<file path="config.mk">
export PLATFORM = sky130hd
export DESIGN_NAME = stsum_ram
export DESIGN_NICKNAME = d
export VERILOG_FILES = /design/src/rtl/stsum_pkg.sv /design/src/rtl/stsum_level.sv
export SDC_FILE = /design/constraint.sdc
export NUM_CORES = 1
export LEC_CHECK = 0
export ABC_AREA = 1
export CAP_MARGIN = 0
export CORE_MARGIN = 2
export CORE_UTILIZATION = 55
export DETAILED_ROUTE_END_ITERATION = 10
export DONT_BUFFER_PORTS = 1
export PLACE_DENSITY = 0.73
export SYNTH_ARGS = -nofsm -noshare
export SYNTH_HDL_FRONTEND = slang
export SYNTH_SLANG_ARGS = --single-unit
</file>
<file path="constraint.sdc">
create_clock -name clk -period 2.41 [get_ports clk]
set_input_delay 0.6025 -clock clk [delete_from_list [all_inputs] [get_ports clk]]
set_output_delay 0.6025 -clock clk [all_outputs]
set_load 0.05 [all_outputs]
</file>
<file path="src/rtl/stsum_pkg.sv">
// Shared types and constants for the segment tree range-sum block.
// No dependencies.
package stsum_pkg;
  localparam int unsigned LEVELS = 10;
  localparam int unsigned MAX_ELEMENTS = 1 << LEVELS;
  localparam int unsigned VALUE_BITS = 32;
  localparam int unsigned LEN_BITS = LEVELS + 1;
  localparam int unsigned NODE_BITS = LEVELS + 1;

  localparam logic MODE_SET   = 1'b0;
  localparam logic MODE_QUERY = 1'b1;

  typedef logic [VALUE_BITS-1:0] value_t;
  typedef logic [NODE_BITS-1:0] node_t;

  typedef enum logic [1:0] {
    ST_CLEAR, ST_IDLE, ST_BUSY, ST_OUT
  } state_t;

  // lo/hi are positions within the current level; set tokens use lo only
  typedef struct packed {
    logic   mode;
    logic   active;
    node_t  lo;
    node_t  hi;
    value_t acc;
  } token_t;
endpackage

</file>
<file path="src/rtl/stsum_level.sv">


module stsum_ram import stsum_pkg::*; #(
  parameter int unsigned AW = 1
) (
  input  logic          clk,
  input  logic          we,
  input  logic [AW-1:0] wa,
  input  value_t        wd,
  input  logic [AW-1:0] ra,
  input  logic [AW-1:0] rb,
  output value_t        rd_a,
  output value_t        rd_b
);
  value_t mem_r [1 << AW];
  value_t rd_a_r, rd_b_r;

  always_ff @(posedge clk) begin
    if (we) mem_r[wa] <= wd;
    rd_a_r <= mem_r[ra];
    rd_b_r <= mem_r[rb];
  end

  assign rd_a = rd_a_r;
  assign rd_b = rd_b_r;
endmodule

</file>
==> impl_metrics.env <==
export IMPL_status="finished, final reports clean"
export IMPL_final_max_slew_viol_count=0
export IMPL_globalplace_congestion=0.690
export IMPL_capturing_instance_or_port_of_the_critical_path="rd_b[31]"
export IMPL_power_ir_vdd_worst_uv=713
export IMPL_post_synth_top_area_fraction_pct=46.1
export IMPL_max_slew_margin_rel_pct=66.4
export IMPL_critical_path_max_fanout=1
export IMPL_die_h_um=91.1
export IMPL_top_level_ports=101
export IMPL_cts_buffer_depth=2
export IMPL_clock_root_buffer="clkbuf_8"
export IMPL_synth_cell_area_um2=4170
export IMPL_placeableCoreArea_um2=7290
export IMPL_portbufs=0
export IMPL_grt_start_max_net_pins=34
export IMPL_hold_viol=0
export IMPL_worst_setup_path_startpoint="rd_b[31]"
export IMPL_required_ns=1.81
export IMPL_most_common_library_cell_in_the_layout_ignoring_fill_and_taps="nand2_1"
export IMPL_totalWireLength_um=7160
export IMPL_timing_final_crit_share_pct=72.0
export IMPL_critical_path_cell_count=0
export IMPL_ctsHtreeMaxLevel=4
export IMPL_clock_insertion_delay_worst_skew_ns=0.50
export IMPL_routedWlPerCell_um=15.6
export IMPL_layout_drive_gt1_share_pct=12.2
export IMPL_dr_wl_met3_um=534
export IMPL_period_needed_ns=1.73
export IMPL_synth_unique_cells=11
export IMPL_design_final_nets=384
export IMPL_remaining_antenna_violation_count=0
export IMPL_powerDensity_nw_per_um2=1150
export IMPL_final_setup_skew_ns=0.00398
export IMPL_synthesis_nets=377
export IMPL_routed_via_density=4.91
export IMPL_ff2ff_path_depth=2
export IMPL_worst_r2r_endpoint="rd_b[2]"
export IMPL_avgSynthCellArea_um2=12.3
export IMPL_wl_met2_um=3860
export IMPL_gr_usage_all_layers_pct=18.5
export IMPL_synth_top_cells_by_area="edfxtp_1 (46%), dfxtp_1 (31%), nand2_1 (16%)"
export IMPL_placement_rows=31
export IMPL_floorplan_initialDensity_pct=57.2
export IMPL_route_detailed_drc=0
export IMPL_static_leakage_power_nw=2.01
export IMPL_die_x_um=91.1
export IMPL_post_cts_resized_instances=0
export IMPL_via_count_of_the_first_global_routing_pass=2293
export IMPL_crit_path_end_kind="primary output"
export IMPL_drt_first_pass_iters=5
export IMPL_hold_path_class="input port to register"
export IMPL_syn2layout_area_growth_pct=12.8
export IMPL_final_setup_tns_ns=0
export IMPL_worst_pin_slew_ns=0.504
export IMPL_initialDrtViolationCount=106
export IMPL_routedLengthMet1_um=2700
export IMPL_dieArea_um2=8300
export IMPL_route_vias_total=2253
export IMPL_n_antenna_cell=0
export IMPL_rsz0062_at_grt="no"
export IMPL_detailedPlacementHpwl_um=4070
export IMPL_grt_remaining_overflow=0
export IMPL_yosys_area_top_type="edfxtp_1"
export IMPL_post_synth_inst_count=340
export IMPL_setup_violations_final=0
export IMPL_yosys_warnings=0
export IMPL_ys_ff_latch=128
export IMPL_most_common_layout_cells="nand2_1 (180), edfxtp_1 (64), dfxtp_1 (64), clkbuf_16 (16), nand2_2 (13)"
export IMPL_grt_antenna_before_repair=0
export IMPL_whs_ns=0.195
export IMPL_max_cap_violations=0
export IMPL_r2r_slack_ns=1.74
export IMPL_clock_tree_from_tritoncts="done"
export IMPL_cts_hold_fix_buffers=0
export IMPL_highest_signal_layer="met4"
export IMPL_cp_start_kind="register"
export IMPL_cts_num_sinks=128
export IMPL_cts_reportedPaths_clkPinSlew_ns=0.06
export IMPL_crit_type="register to primary output"
export IMPL_cts_inserted_buffers=17
export IMPL_max_freq_mhz=577
export IMPL_reg2reg_from="mem_r[0][2]"
export IMPL_worst_endpoint_arrival_ns=1.13
export IMPL_yosysSeqAreaShare_pct=76.8
export IMPL_postCtsSetupBuffers=0
export IMPL_global_route_wire_length_before_repair_um=11300
[worst register-to-register path: cells and delay by family (launching register included)]
family	cells	cell delay, ns
DFF	1	0.42
and+or+nand+nor	2	0.15
[per-layer routing]
layer  vias up  global-route usage, %
li1       1099                      -
met1      1076                   19.0
met2        72                   32.3
met3         6                   8.30
met4         0                   8.59
met5         -                      0
[Yosys cell counts]
library cell and instances:
inv_1 2, dfxtp_1 64, nor2_1 1, buf_12 1
edfxtp_1 64, buf_8 1, nand2_1 180, nand2_2 13
inv_8 2, clkbuf_8 3, buf_6 9
[cells by family after synthesis]
| family | after synthesis | share of synthesized area [%] |
|---|---|---|
| flip-flops | 128 | 76.8 |
| AND/OR/NAND/NOR | 194 | 18.2 |
| buffers and inverters | 18 | 4.98 |
[worst min path at each step]
| stage | startpoint | end | slack, ns | cells after the start |
|---|---|---|---|---|
| 3_5_place_dp | mem_r[0][23] | rd_b[23] | 0.45 | 2 |
| 5_1_grt | wd[20] | mem_r[0][20] | 0.17 | 0 |
| 4_1_cts | wd[22] | mem_r[0][22] | 0.17 | 0 |
| 2_1_floorplan | mem_r[0][10] | rd_a[10] | 0.44 | 2 |
| 3_3_place_gp | mem_r[0][14] | rd_b[14] | 0.44 | 2 |
| 6_report | wd[8] | mem_r[1][8] | 0.19 | 0 |
[metrics by stage]
stage / instances / util (%) / instance area [um^2] / total power [mW] / setup slack (ns)
6_report: 459 / 64.6 / 4710 / 5.43 / 0.676
5_1_grt: 459 / 64.6 / 4710 / 5.60 / 0.636
4_1_cts: 459 / 64.6 / 4710 / 5.48 / 0.643
3_5_place_dp: 427 / 56.8 / 4140 / 3.07 / 0.931
3_3_place_gp: 427 / 56.8 / 4140 / 3.06 / 0.944
2_1_floorplan: 340 / - / 4170 / 3.06 / 0.542
[where the power goes]
group	total, mW	internal (mW)	switching [mW]
combinational	0.145	0.0494	0.0958
sequential	2.88	2.47	0.413
clock	2.40	1.55	0.849
[state kept, by name (all words and copies together), names as in the netlist]
name / count
mem_r: 64
rd_b: 32
rd_a: 32
[layout make-up]
class | instances | area [um^2]
clock buffer | 19 | 422
clock inverter | 13 | 145
fill | 557 | 2580
inverter | 4 | 30.0
multi-input combinational | 194 | 768
sequential | 128 | 3200
tap | 99 | 124
timing repair buffer | 2 | 15.0
Power figures use the tool's default switching activity.
