$ cat src/rtl/stsum_pkg.sv
// Shared types and constants for the segment tree range-sum block.
// No dependencies.
package stsum_pkg;
  localparam int unsigned LEVELS = 10;
  localparam int unsigned MAX_ELEMENTS = 1 << LEVELS;
  localparam int unsigned VALUE_BITS = 32;
  localparam int unsigned LEN_BITS = LEVELS + 1;
  localparam int unsigned NODE_BITS = LEVELS + 1;

  localparam logic MODE_SET   = 1'b0;
  localparam logic MODE_QUERY = 1'b1;

  typedef logic [VALUE_BITS-1:0] value_t;
  typedef logic [NODE_BITS-1:0] node_t;

  typedef enum logic [1:0] {
    ST_CLEAR, ST_IDLE, ST_BUSY, ST_OUT
  } state_t;

  // lo/hi are positions within the current level; set tokens use lo only
  typedef struct packed {
    logic   mode;
    logic   active;
    node_t  lo;
    node_t  hi;
    value_t acc;
  } token_t;
endpackage

$ cat src/rtl/stsum_level.sv
// One tree level cell that steps a set or query token up one level through
// its tok_r and out_tok_r registers, and the dual-read node RAM beside it. Depends on stsum_pkg.
module stsum_level import stsum_pkg::*; (
  input  logic   clk,
  input  logic   rst_n,
  input  logic   clr_en,
  input  node_t  clr_addr,
  input  logic   tok_in_vld,
  input  token_t tok_in,
  output logic   tok_out_vld,
  output token_t tok_out,
  output logic   ram_we,
  output node_t  ram_wa,
  output value_t ram_wd,
  output node_t  ram_ra,
  output node_t  ram_rb,
  input  value_t ram_rd_a,
  input  value_t ram_rd_b
);
  logic   vld_r, out_vld_r;
  token_t tok_r, out_tok_r, tok_nxt;
  node_t  lo_n, hi_n;
  value_t acc_n;

  // set: write own node, read sibling; query: read lo and hi-1
  always_comb begin
    ram_we = 1'b0;
    ram_wa = tok_in.lo;
    ram_wd = tok_in.acc;
    ram_ra = tok_in.lo;
    ram_rb = tok_in.hi - node_t'(1);
    if (tok_in.mode == MODE_SET) ram_rb = tok_in.lo ^ node_t'(1);
    if (clr_en) begin
      ram_we = 1'b1;
      ram_wa = clr_addr;
      ram_wd = '0;
    end else if (tok_in_vld && tok_in.mode == MODE_SET && tok_in.active) begin
      ram_we = 1'b1;
    end
  end

  always_comb begin
    lo_n  = tok_r.lo;
    hi_n  = tok_r.hi;
    acc_n = tok_r.acc;
    if (tok_r.mode == MODE_SET) begin
      acc_n = tok_r.acc + ram_rd_b;
    end else if (tok_r.active && lo_n < hi_n) begin
      if (lo_n[0]) begin
        acc_n = acc_n + ram_rd_a;
        lo_n  = lo_n + node_t'(1);
      end
      if (hi_n[0]) begin
        hi_n  = hi_n - node_t'(1);
        acc_n = acc_n + ram_rd_b;
      end
    end
    tok_nxt     = tok_r;
    tok_nxt.lo  = lo_n >> 1;
    tok_nxt.hi  = hi_n >> 1;
    tok_nxt.acc = acc_n;
  end

  always_ff @(posedge clk) begin
    if (!rst_n) begin
      vld_r     <= 1'b0;
      out_vld_r <= 1'b0;
    end else begin
      vld_r     <= tok_in_vld;
      out_vld_r <= vld_r;
    end
    if (tok_in_vld) tok_r <= tok_in;
    if (vld_r) out_tok_r <= tok_nxt;
  end

  assign tok_out_vld = out_vld_r;
  assign tok_out     = out_tok_r;
endmodule


$ cat config.mk
export PLATFORM = sky130hd
export DESIGN_NAME = stsum_level
export DESIGN_NICKNAME = d
export VERILOG_FILES = /design/src/rtl/stsum_pkg.sv /design/src/rtl/stsum_level.sv
export SDC_FILE = /design/constraint.sdc
export NUM_CORES = 1
export LEC_CHECK = 0
export ABC_AREA = 1
export BUFFER_PORTS_ARGS = -buffer_cell sky130_fd_sc_hd__buf_2
export CORE_MARGIN = 8
export CORE_UTILIZATION = 50
export DETAILED_ROUTE_END_ITERATION = 12
export GPL_TIMING_DRIVEN = 0
export PLACE_DENSITY = 0.74
export SYNTH_ARGS = -nofsm -noshare
export SYNTH_HDL_FRONTEND = slang
export SYNTH_SLANG_ARGS = --single-unit
$ cat constraint.sdc
create_clock -name clk -period 4.88 [get_ports clk]
set_clock_uncertainty 0.1 [all_clocks]
set_input_delay 0.244 -clock clk [delete_from_list [all_inputs] [get_ports clk]]
set_output_delay 0.244 -clock clk [all_outputs]
set_load 0.005 [all_outputs]
==> impl_metrics.py <==
metrics = {
    "outcome": {
        "status": "finished clean",
    },
    "clock_tree": {
        "ctsLongestPathBuffers": 2,
        "clock-root-buffer": "clkbuf_16",
        "clk_pin_slew_worst_paths_ns": 0.09,
        "cts_max_level": 3,
        "insertion_delay_ns": 0.36,
        "post_cts.repair.setup_buffers": 0,
        "cts_tree": "built",
        "clock_sinks": 112,
        "cts-buffers-inserted": 9,
    },
    "logic_synthesis": {
        "synthCells": 1971,
        "synth_edf_count": 110,
        "synth_top_cells_by_area": "edfxtp_1, nand2_1, ha_1",
        "postSynth.asyncResetShare": 0,
        "ys_seq_area_frac": 0.266,
        "synth.avg_cell_area_um2": 6.38,
        "synth_xor_area_frac": 0.0251,
        "synth_area_um2": 12600,
        "synthDistinctLibCells": 55,
        "yosys_warnings": 0,
        "yosys.area_share.simple": 0.354,
        "synth.largest_area_cell": "edfxtp_1",
        "synth_top_family_by_area": "simple AND/OR/NAND/NOR gates",
        "synthFlopType": "edfxtp_1",
        "ys_top_cells_by_count": "nand2_1, inv_1, nor2_1",
        "synth_adder_area_share": 0.114,
        "synth_top_cell_area_share": 0.263,
        "synth-compound-area-share": 0.117,
        "ys_ff_latch": 112,
        "yosysMostFrequentCell": "nand2_1",
        "synthMuxAreaShare": 0,
    },
    "setup_path": {
        "critical_path.endpoint_type": "flop",
        "start_kind": "flop",
        "arrival_ns": 4.57,
        "worstReg2RegStart": "tok_r[5]",
        "crit_type": "flop to flop",
        "cp.required_ns": 4.91,
        "startpoint": "tok_r[5]",
        "cp_max_fo": 5,
    },
    "sta": {
        "max_freq_mhz": 220,
        "layout_setup_ws_ns": 0.340,
        "relSlewSlack": 0.113,
        "layout_min_cycle_time_ns": 4.54,
        "final-setup-viol-count": 0,
        "tns_ns": 0,
        "slew_viol_final": 0,
        "worst_slew_pin_slew_ns": 1.33,
        "fin_crit_sh": 0.930,
        "rsz0062_at_grt": "no",
        "finalHoldViolCount": 0,
    },
    "pwr": {
        "p_per_area_nw_per_um2": 265,
        "power_leakage_nw": 8.16,
        "peakVddDrop_mv": 0.158,
        "finalPower_w": 0.00399,
    },
    "die": {
        "fp.dieW_um": 175,
        "fp.dieH_um": 175,
        "initial_core_util": 0.504,
        "fp-row-count": 58,
        "die-area_um2": 30500,
        "io-pin-count": 258,
        "core_area_um2": 25000,
    },
    "hold_path": {
        "hp-start": "tok_in[19]",
        "hold_class": "input pin to flop",
    },
    "global_route": {
        "grt-ovfl-total": 0,
        "grt_max_degree": 59,
        "grt_pass1_vias": 14100,
        "antenna_found_initial": 3,
        "grt.total_usage": 0.319,
        "grt_first_pass_wirelength_um": 75500,
    },
    "route": {
        "vias_per_cell": 5.35,
        "first_pass_iters": 8,
        "drc": 0,
        "drt-wirelength-per-cell_um": 19.1,
        "antenna_left": 0,
        "drt_iter0_drc": 1188,
        "totalWireLength_um": 50000,
        "num_vias": 14000,
    },
    "placement": {
        "gp_congestion": 0.962,
        "port-buffer-count": 255,
        "dp_hpwl_um": 41400,
        "place_ws_ns": 0.451,
    },
    "job": {
        "maxCapViolations": 0,
    },
    "layout": {
        "post_route_cells_drive_above_1_share": 0.152,
        "fin_nets": 2533,
        "area_growth_pct": 19.6,
    },
}
==> cell families after synthesis <==
logic type / after synthesis
AOI/OAI and AO/OA: 264
xor gates and xnor gates: 36
adders and majority gates: 113
buffers and inverters: 379
DFF: 112
other: 1
and+or+nand+nor: 1066
==> critical path, stage by stage (launching register included) <==
cell,delay (ns)
edfxtp_1,0.52
ha_1,0.40
nand2_1,0.18
inv_1,0.07
a21oi_1,0.18
nand2_2,0.11
nand2_1,0.07
nand2_1,0.14
xnor2_1,0.41
a21boi_0,0.22
ha_1,0.41
nand2_2,0.12
nor2_1,0.33
a21oi_1,0.12
nand2_1,0.23
nand2_1,0.11
nand2_1,0.07
nand2_1,0.04
nand3_1,0.15
inv_1,0.07
nand2_1,0.07
nand3_1,0.06
nand2_1,0.06
nand2_1,0.05
==> registers in the layout (all words and copies together) (netlist names) <==
register and cells:
tok_nxt 2, tok_r 54, tok_out 54, tok_out_vld 1
vld_r 1
==> path summary, 6_finish.rpt <==
check	end	slack, ns	cells after the start
worst min-delay path	tok_r[19]	0.01	1
worst min register to register	tok_out[41]	0.45	1
worst max-delay path	tok_out[31]	0.34	23
worst max register to register	tok_out[31]	0.34	23
==> through the flow <==
stage / hold WS, ns / utilization / cells / instance area, um2
2_1_floorplan: 0.237 / - / 1972 / 12600
3_3_place_gp: 0.336 / 0.572 / 2557 / 14300
3_5_place_dp: 0.337 / 0.573 / 2558 / 14300
4_1_cts: 0.0000408 / 0.602 / 2619 / 15000
5_1_grt: 0.00353 / 0.603 / 2621 / 15100
6_report: 0.0104 / 0.603 / 2621 / 15100
==> final cells by class <==
cell class / instances / area, um2
Fill cell: 2448 / 9910
Multi-Input combinational cell: 1481 / 7680
Sequential cell: 112 / 3340
Timing Repair Buffer: 302 / 1760
Inverter: 324 / 1220
Tap cell: 330 / 413
Buffer: 55 / 345
Clock buffer: 10 / 229
Clock inverter: 6 / 62.6
Antenna cell: 1 / 2.50
==> placed cells by master (no fill, tap or decap), types with 4 or more instances in the layout <==
master         count
inv_1            320
a31oi_1            7
nor2_1           185
nor3_1            19
nand4_1           14
clkbuf_1          23
ha_1             110
a21o_1             7
o21bai_1           7
nand3_1          138
o21ai_0           74
o21ai_2            4
nand3_2            7
a21boi_0          11
buf_2            263
buf_6              4
xnor2_1           18
buf_4             17
o211ai_1           8
and2_1             5
edfxtp_1         110
nand2_1          649
nand3b_1          10
or2_2              6
clkbuf_16          9
o21ai_1            6
xor2_1            18
o21a_1             5
a21oi_1          126
nand2_2           16
dlygate4sd3_1     46
==> timing repair <==
item | CTS | global route
resized for setup | 0 | 0
hold buffers | 45 | 1
endpoints found under the setup margin | 0 | 0
hold endpoints to repair | 45 | 1
==> routing by layer <==
metal	part of all wire	vias up	track usage
li1	-	6949	-
met1	0.40	6338	0.376
met2	0.48	651	0.565
met3	0.090	88	0.0680
met4	0.032	4	0.109
met5	0.00040	-	0
==> where the power goes <==
group | internal, W | switching, W | total (W) | leakage [nW]
Combinational | 0.000689 | 0.00130 | 0.00198 | 6.94
Clock | 0.000364 | 0.000412 | 0.000776 | 0.143
Sequential | 0.00116 | 0.0000679 | 0.00122 | 1.08
Total | 0.00221 | 0.00178 | 0.00399 | 8.16
Note: power is estimated with default switching activity, not from simulation.
